**config.mk**
```make
export PLATFORM = sky130hd
export DESIGN_NAME = tcc_cell
export DESIGN_NICKNAME = d
export VERILOG_FILES = /design/src/sv/assert_macros.svh /design/src/sv/tcc_pkg.sv /design/src/sv/tcc_cell.sv
export SDC_FILE = /design/constraint.sdc
export NUM_CORES = 1
export LEC_CHECK = 0
export BUFFER_PORTS_ARGS = -buffer_cell sky130_fd_sc_hd__buf_2
export CAP_MARGIN = 10
export CORE_AREA = 2 2 265 267
export DETAILED_ROUTE_END_ITERATION = 16
export DIE_AREA = 0 0 267 269
export SKIP_CTS_REPAIR_TIMING = 1
export SLEW_MARGIN = 20
export SYNTH_ARGS = -nofsm -noshare
export SYNTH_HDL_FRONTEND = slang
export SYNTH_SLANG_ARGS = --single-unit
```
**constraint.sdc**
```tcl
create_clock -name clk -period 0.8 [get_ports clk]
set_clock_uncertainty 0.15 [all_clocks]
set_input_delay 0.16 -clock clk [delete_from_list [all_inputs] [get_ports clk]]
set_output_delay 0.16 -clock clk [all_outputs]
set_load 0.02 [all_outputs]
```
**src/sv/assert_macros.svh**
```systemverilog
// assertion helpers for the circumcenter block
`ifndef ASSERT_MACROS_SVH
`define ASSERT_MACROS_SVH
`ifndef SYNTHESIS
// checked while out of reset
`define TCC_ASSERT(lbl, prop) \
	lbl: assert property (@(posedge clk) disable iff (!arst_n) prop) else $error("check failed");
// checked at every edge, reset included
`define TCC_ASSERT_ALWAYS(lbl, prop) \
	lbl: assert property (@(posedge clk) prop) else $error("check failed");
`else
`define TCC_ASSERT(lbl, prop)
`define TCC_ASSERT_ALWAYS(lbl, prop)
`endif
`endif

```
**src/sv/tcc_pkg.sv**
```systemverilog
package tcc_pkg;
	localparam int CoordW = 32;
	localparam int NumW   = 99;   // numerator width, signed
	localparam int DenW   = 68;   // divisor width, signed and magnitude
	localparam int QW     = 33;   // quotient bits kept by the divider
	localparam int Cells  = QW;   // one quotient bit per cell
	localparam int InW    = 6 * CoordW;

	typedef struct packed {
		logic degen;
		logic negu;
		logic negv;
		logic ovfu;
		logic ovfv;
	} side_t;

	typedef struct packed {
		logic [DenW-1:0] den;
		logic [DenW-1:0] ru;
		logic [DenW-1:0] rv;
		logic [QW-1:0]   lu;
		logic [QW-1:0]   lv;
		logic [QW-1:0]   qu;
		logic [QW-1:0]   qv;
		side_t           side;
	} cell_t;
endpackage

```
**src/sv/tcc_cell.sv**
```systemverilog
module tcc_cell (
	input  logic           clk,
	input  logic           arst_n,
	input  logic           en,
	input  logic           in_vld,
	input  tcc_pkg::cell_t din,
	output logic           out_vld,
	output tcc_pkg::cell_t dout
);
	import tcc_pkg::*;

	logic [DenW:0] tu, tv, dext;
	logic          geu, gev;
	logic          vld_q;
	cell_t         cell_q;

	// bring down the next numerator bit, try one subtract per lane
	assign tu   = {din.ru, din.lu[QW-1]};
	assign tv   = {din.rv, din.lv[QW-1]};
	assign dext = {1'b0, din.den};
	assign geu  = (tu >= dext);
	assign gev  = (tv >= dext);

	always_ff @(posedge clk or negedge arst_n) begin
		if (!arst_n) begin
			vld_q <= 1'b0;
		end else if (en) begin
			vld_q <= in_vld;
		end
	end

	always_ff @(posedge clk) begin
		if (en) begin
			cell_q.den  <= din.den;
			cell_q.ru   <= geu ? DenW'(tu - dext) : tu[DenW-1:0];
			cell_q.rv   <= gev ? DenW'(tv - dext) : tv[DenW-1:0];
			cell_q.lu   <= {din.lu[QW-2:0], 1'b0};
			cell_q.lv   <= {din.lv[QW-2:0], 1'b0};
			cell_q.qu   <= {din.qu[QW-2:0], geu};
			cell_q.qv   <= {din.qv[QW-2:0], gev};
			cell_q.side <= din.side;
		end
	end

	assign out_vld = vld_q;
	assign dout    = cell_q;
endmodule

```
======== Word level (Yosys, flattened, before mapping) ========
Index checks and enable logic that the tools add are counted.
W data, S select, Z words.
storage, ports and cells
  register bits after elaboration ......... 340
  input bits .............................. 345
  output and inout port bits .............. 342
  logic and storage cells ................. 19
cells by class
  $add $sub $neg .......................... 2
  order comparisons ....................... 2
  mux-type cells .......................... 2
operator list
  cell              number
  $ge A69 B68 Y1    2
  $mux W68          2
  $sub A68 B68 Y68  2

======== Depth between registers and ports, before layout ========
Gate-level depths: netlist of run 1.
  depth after elaboration ................. 2
  depth in mapped cells ................... 16
  gate-level depth less buffers ........... 13

======== Worst setup path before layout of run 1 ========
No wires, ideal clock.
  kind .................................... input to register
  from .................................... input din[136] (netlist bit)
  to ...................................... register cell_q, in the netlist dout[267] (data pin)
  setup time .............................. 266 ps
  data arrival time ....................... 2,687 ps
  data required time ...................... 384 ps
  path slack .............................. -2,303 ps
  stages on the path ...................... 13
  path buffers ............................ 0
  path through ............................ inv_1 ha_1 fa_1 nand2b_1 a21oi_1 o22ai_1 a2111oi_0 or3_1 a21oi_1 or3_1 o31ai_1 xnor2_1 o21ai_1
between the ends
  word-level cells in the longest chain between the ends .. 2
  elaborated cells on any way between the ends .. 3
  those cells by class .................... 1 x add/sub; 1 x order compare; 1 x mux
ends and longest elaborated chain
  item                                                       line                            source
  from (decl)                                                tcc_cell.sv:6                   input tcc_pkg::cell_t din,
  $sub A68 B68 Y68 / $ge A69 B68 Y1 (equally long branches)  tcc_cell.sv:35, tcc_cell.sv:21
  $mux W68 (*)                                               tcc_cell.sv:35                  cell_q.ru <= geu ? DenW'(tu - dext) : tu[DenW-1:0];
  to (decl)                                                  tcc_cell.sv:15                  cell_t cell_q;
Every way passes the cells marked *; elsewhere a longest branch is shown, timed or not.
A chain may end at the register's enable or synchronous reset.

======== Worst setup path after layout of run 1 ========
  from .................................... input din[144] (netlist bit)
  to ...................................... register cell_q, in the netlist dout[169] (data pin)
between the ends
  word-level cells in the longest chain between the ends .. 2
  elaborated cells on any way between the ends .. 3
  those cells by class .................... 1 x add/sub; 1 x order compare; 1 x mux
ends and longest elaborated chain
  item                                                       line                            source
  $sub A68 B68 Y68 / $ge A69 B68 Y1 (equally long branches)  tcc_cell.sv:36, tcc_cell.sv:22
  $mux W68 (*)                                               tcc_cell.sv:36                  cell_q.rv <= gev ? DenW'(tv - dext) : tv[DenW-1:0];
Marks and branches as above.

==> impl_metrics.yaml, run 1 <==
status:
  outcome: "complete, but fails checks"
  violations: "hold timing, setup timing"
yosys:
  synthCells: 1943
  ys.flop_type: "edfxtp_1"
  async_flop_share_pct: 0.294
  synth_edf_count: 339
  synth_top_area_cell: "edfxtp_1"
  synth_area_leaders: "edfxtp_1 (50%), ha_1 (8.4%), a21oi_1 (5.0%)"
  synthTopCellsByCount: "edfxtp_1 (339), nand2_1 (213), a21oi_1 (203)"
  postSynthAreaPerCell_um2: 10.4
  syn_area_um2: 20200
  yosysSeqAreaShare_pct: 50.5
  ys_warn_count: 0
  netlist.area_leader.share_pct: 50.4
  ys_ff_latch: 340
  ys_types: 78
  synth.most_common_cell: "edfxtp_1"
sta:
  max_slew_margin_pct: 66.0
  fmaxAchievable_mhz: 352
  rsz0062_at_grt: "yes"
  period_needed_ns: 2.84
  hold_viol: 117
  setup_slack_ns: -2.04
  worst_slew_pin_slew_ns: 0.505
  holdWs_ns: -0.370
  finalSetupTns_ns: -476.57
  maxSlewViolCount: 0
  finalSetupViolCount: 479
  fin_crit_sh_pct: 355
pwr:
  ir_worst_vdd_mv: 1.43
  p_per_area_nw_per_um2: 1810
  power_uw: 67400
  leakagePower_uw: 0.0163
clock_network:
  cts.path.max_buffers: 3
  htreeDepth: 2
  cts_tree: "built"
  path_clk_slew_ns: 0.06
  insertion_delay_ns: 0.57
  clock-sinks: 340
  cts_made_buffers: 41
  cts_root_buffer: "clkbuf_16"
hold_path:
  holdCritStartpoint: "din[285]"
  hold_class: "input pin to register"
drt:
  routedWlPerCell_um: 22.0
  remaining_drc_errors: 0
  drt-total-wl_mm: 99.5
  first_iter_violations: 1544
  drt_first_pass_iters: 5
  viasPerCell: 4.88
  ant_nets: 0
  vias: 22100
job:
  drv_cap: 0
placed_design:
  hpwl_mm: 73.3
  gp_congestion: 0.937
  dpl.cell_count: 4117
  io_buffers: 682
global_route:
  overflow: 0
  grt_pass1_wl_mm: 121
  antenna_found_initial: 21
  grt_pass1_vias: 19500
  grt_max_degree: 67
  track_usage_pct: 22.9
critical_path:
  endpoint_kind: "register"
  cp.required_ns: 0.97
  worstSetupStartpoint: "din[144]"
  crit_type: "input pin to register"
  worstPathMaxFanout: 6
  reg2reg_from: "out_vld$_DFFE_PN0P_"
  start_kind: "input pin"
  cp.arrival_ns: 3.01
die:
  die_w_um: 267
  io_pins: 687
  num_rows: 97
  core-area_um2: 69300
  start_util_pct: 29.2
  die_area_um2: 71800
  die_y_um: 269
finish:
  multi_input_area_um2: 11500
  final_nets: 4024
  drive_gt1_share_pct: 52.1
  nFillCells: 6068
  layout.cells.non_filler: 4527
  regArea_um2: 10200
  post-route-util_pct: 53.7
  area_growth_pct: 84.2
[per-stage QoR]
| stage | hold slack, ns | setup slack (ns) | cell area, um2 |
|---|---|---|---|
| global placement | -0.213 | -3.00 | 30400 |
| global route | -0.393 | -2.11 | 37200 |
| CTS | -0.834 | -2.42 | 31700 |
| detailed placement | -0.213 | -3.02 | 30400 |
| floorplan | -0.286 | -2.11 | 21400 |
| finish | -0.370 | -2.04 | 37200 |
[where the power goes]
| part | total (uW) | internal, uW | switching (uW) |
|---|---|---|---|
| Sequential | 22700 | 22100 | 629 |
| Clock | 19700 | 11300 | 8380 |
| Combinational | 25000 | 11400 | 13500 |
[metal layers]
layer,global-route usage [%],routed length (um),part of all wire (%)
met1,27.7,39100,39
met2,39.5,48800,49
met3,6.20,8060,8.1
met4,6.86,3420,3.4
met5,0.878,165,0.17
[cells by family (layout without fill, tap and decap cells)]
kind of cell / count (synthesis) / after routing / share of synthesized area, %
adders and majority gates: 138 / 138 / 8.62
AOI/OAI and AO/OA: 606 / 606 / 18.5
muxes: 11 / 11 / 0.601
other: 1 / 15 / 0.0186
and+or+nand+nor: 537 / 537 / 12.4
buffers and inverters: 186 / 1816 / 3.99
DFF: 340 / 340 / 50.5
xor gates and xnor gates: 124 / 124 / 5.38
[worst max-delay path: stages]
cell	delay, ns
buf_4	0.13
ha_4	0.27
nand2_2	0.07
or3_4	0.38
a211oi_4	0.27
o21ai_2	0.15
a211o_1	0.39
a21oi_4	0.22
a21oi_4	0.09
o31a_4	0.33
buf_12	0.17
clkinv_16	0.09
buf_8	0.12
buf_8	0.12
a21oi_2	0.05
[area by class of cell]
cell class,count,share of cell area (%)
tap,940,3.16
multi-input combinational,1418,30.9
clock buffer,47,2.87
timing repair buffer,1636,33.1
inverter,102,1.53
antenna,13,0.0874
timing repair inverter,2,0.161
clock inverter,29,0.837
sequential,340,27.4
[cells in the final DEF, fill, tap and decap left out, types with 58 or more instances in the layout]
cell type      instances
a21oi_1              129
a21oi_2               83
buf_2                647
buf_4                632
dlygate4sd3_1        250
edfxtp_1             339
ha_1                  72
ha_4                  58
inv_1                 62
nand2_1              180
nor2_1                99
o21ai_1               65
xnor2_1               63
xor2_1                60
[path summary, 6_finish.rpt]
check | end | slack (ns) | cells past startpoint
setup / recovery | dout[169]$_DFFE_PP_ | -2.04 | 15
hold / removal | dout[285]$_DFFE_PP_ | -0.37 | 1
setup reg to reg | out_vld$_DFFE_PN0P_ | -0.11 | 1
hold reg to reg | out_vld$_DFFE_PN0P_ | 0.36 | 1
max in group asynchronous | out_vld$_DFFE_PN0P_ | 0.02 | 3
min in group asynchronous | out_vld$_DFFE_PN0P_ | 0.37 | 3
[flip-flops by register name (all words and copies together), names as in the netlist]
| signal | cells |
|---|---|
| out_vld | 1 |
| dout | 339 |
Power figures use the tool's default switching activity.
==> run 2: changes to the inputs <==
--- a/config.mk
+++ b/config.mk
@@ -10,6 +10,8 @@
 export CORE_AREA = 2 2 265 267
 export DETAILED_ROUTE_END_ITERATION = 16
 export DIE_AREA = 0 0 267 269
+export GPL_TIMING_DRIVEN = 0
+export HOLD_SLACK_MARGIN = 0.15
 export SKIP_CTS_REPAIR_TIMING = 1
 export SLEW_MARGIN = 20
 export SYNTH_ARGS = -nofsm -noshare
==> run 2 against run 1 <==
Compared with the run above: largest cell class is now multi-input gates; sequential share of layout area rose by 4.6 points; final area is 14% lower; non-clock buffer count decreased by 608; the flow still finishes with violations (hold timing, setup timing); register-to-register slack barely moved; worst setup slack got worse by 0.13 ns; count of clock-buffer cells in the layout grew 5.
==> impl_metrics.yaml, run 2 (synthesized netlist as in run 1, its figures left out) <==
finish:
  finalInstanceArea_um2: 31800
  drive_gt1_share_pct: 41.0
  layout_commonest_cell: "buf_2"
  area_growth_pct: 57.6
  multi_input_area_um2: 11300
  final_cell_mix: "buf_2 (663), edfxtp_1 (339), dlygate4sd3_1 (214)"
  nFillCells: 6519
  largest_reg_flops: 339
  regArea_um2: 10200
  final_nets: 3416
critical_path:
  reg2reg_from: "out_vld$_DFFE_PN0P_"
  cp.arrival_ns: 3.16
  worstPathMaxFanout: 4
  worstSetupStartpoint: "din[296]"
  cp.required_ns: 0.99
  crit_type: "input pin to register"
  start_kind: "input pin"
  endpoint_kind: "register"
clock_network:
  path_clk_slew_ns: 0.06
  insertion_delay_ns: 0.58
  clock-sinks: 340
  cts_made_buffers: 42
  cts_root_buffer: "clkbuf_16"
  htreeDepth: 2
  cts.path.max_buffers: 3
  cts_tree: "built"
placed_design:
  gp_congestion: 0.927
  dpl-instance-area_um2: 26200
  io_buffers: 682
  hpwl_mm: 70.4
  pre_cts_ws_ns: -3.79
status:
  outcome: "complete, but fails checks"
  violations: "hold timing, setup timing"
sta:
  period_needed_ns: 2.98
  max_slew_margin_pct: 53.4
  setup_slack_ns: -2.18
  finalSetupViolCount: 724
  worst_slew_pin_slew_ns: 0.694
  fmaxAchievable_mhz: 336
  rsz0062_at_grt: "yes"
  maxSlewViolCount: 0
  finalSetupTns_ns: -566.48
  fin_crit_sh_pct: 372
  holdWs_ns: -0.384
  hold_viol: 160
die:
  io_pins: 687
  num_rows: 97
  die_y_um: 269
  die_w_um: 267
  core-area_um2: 69300
  die_area_um2: 71800
  start_util_pct: 29.2
drt:
  viasPerCell: 5.02
  wl_met1_mm: 37.0
  dr_wl_met2_mm: 43.9
  ant_nets: 0
  top_layer: "met5"
  drt-total-wl_mm: 91.2
  dr_wl_met3_mm: 7.26
  first_iter_violations: 1592
  routedWlPerCell_um: 23.3
  drt_first_pass_iters: 5
  remaining_drc_errors: 0
  vias: 19700
global_route:
  track_usage_pct: 22.7
  grt_pass1_vias: 17600
  antenna_found_initial: 22
  grt_pass1_wl_mm: 119
  grt_max_degree: 96
  overflow: 0
job:
  drv_cap: 0
pwr:
  power_uw: 61900
  p_per_area_nw_per_um2: 1940
  ir_worst_vdd_mv: 1.73
  leakagePower_uw: 0.0131
hold_path:
  hold_class: "input pin to register"
  holdCritStartpoint: "din[285]"
## run 2: per-layer routing
| metal | vias to the layer above | global-route usage (%) |
|---|---|---|
| met5 | - | 0 |
| met3 | 147 | 6.05 |
| li1 | 9229 | - |
| met1 | 9439 | 28.2 |
| met4 | 20 | 7.36 |
| met2 | 828 | 38.3 |
## run 2: worst paths after layout
kind                                       end  slack, ns  cells after the start
max                        dout[249]$_DFFE_PP_      -2.18                     13
min                        dout[285]$_DFFE_PP_      -0.38                      1
max reg2reg                out_vld$_DFFE_PN0P_      -0.11                      1
min reg2reg                out_vld$_DFFE_PN0P_       0.36                      1
max in group asynchronous  out_vld$_DFFE_PN0P_          0                      3
min in group asynchronous  out_vld$_DFFE_PN0P_       0.38                      3
## run 2: through the flow
step	instances	utilization [%]	hold slack, ns
after floorplan	1944	-	-0.286
after global placement	3566	37.6	-0.213
after detailed placement	3570	37.7	-0.209
after CTS	3646	39.6	-0.834
after global routing	3910	45.9	-0.408
final	3917	46.0	-0.384
## run 2: layout make-up
class | count | area share (%)
buffer | 53 | 2.19
inverter | 102 | 1.69
timing repair inverter | 1 | 0.0511
multi-input combinational | 1418 | 35.3
tap | 940 | 3.69
antenna | 12 | 0.0943
sequential | 340 | 32.0
clock inverter | 24 | 0.711
timing repair buffer | 975 | 20.8
clock buffer | 52 | 3.42
## run 2: worst max-delay path, stage by stage
cell and delay, ns:
buf_2 0.11, inv_4 0.06, ha_4 0.28, nand4_1 0.20, or3_4 0.44, nor4_4 0.42
a21oi_2 0.11, a31o_4 0.26, o31a_1 0.36, o21ai_4 0.25, a21oi_2 0.09, xnor2_1 0.15
mux2_4 0.27
## run 2: report_power, final
part / internal (uW) / switching, uW
clock: 10400 / 8120
combinational: 8320 / 12400
sequential: 22100 / 526
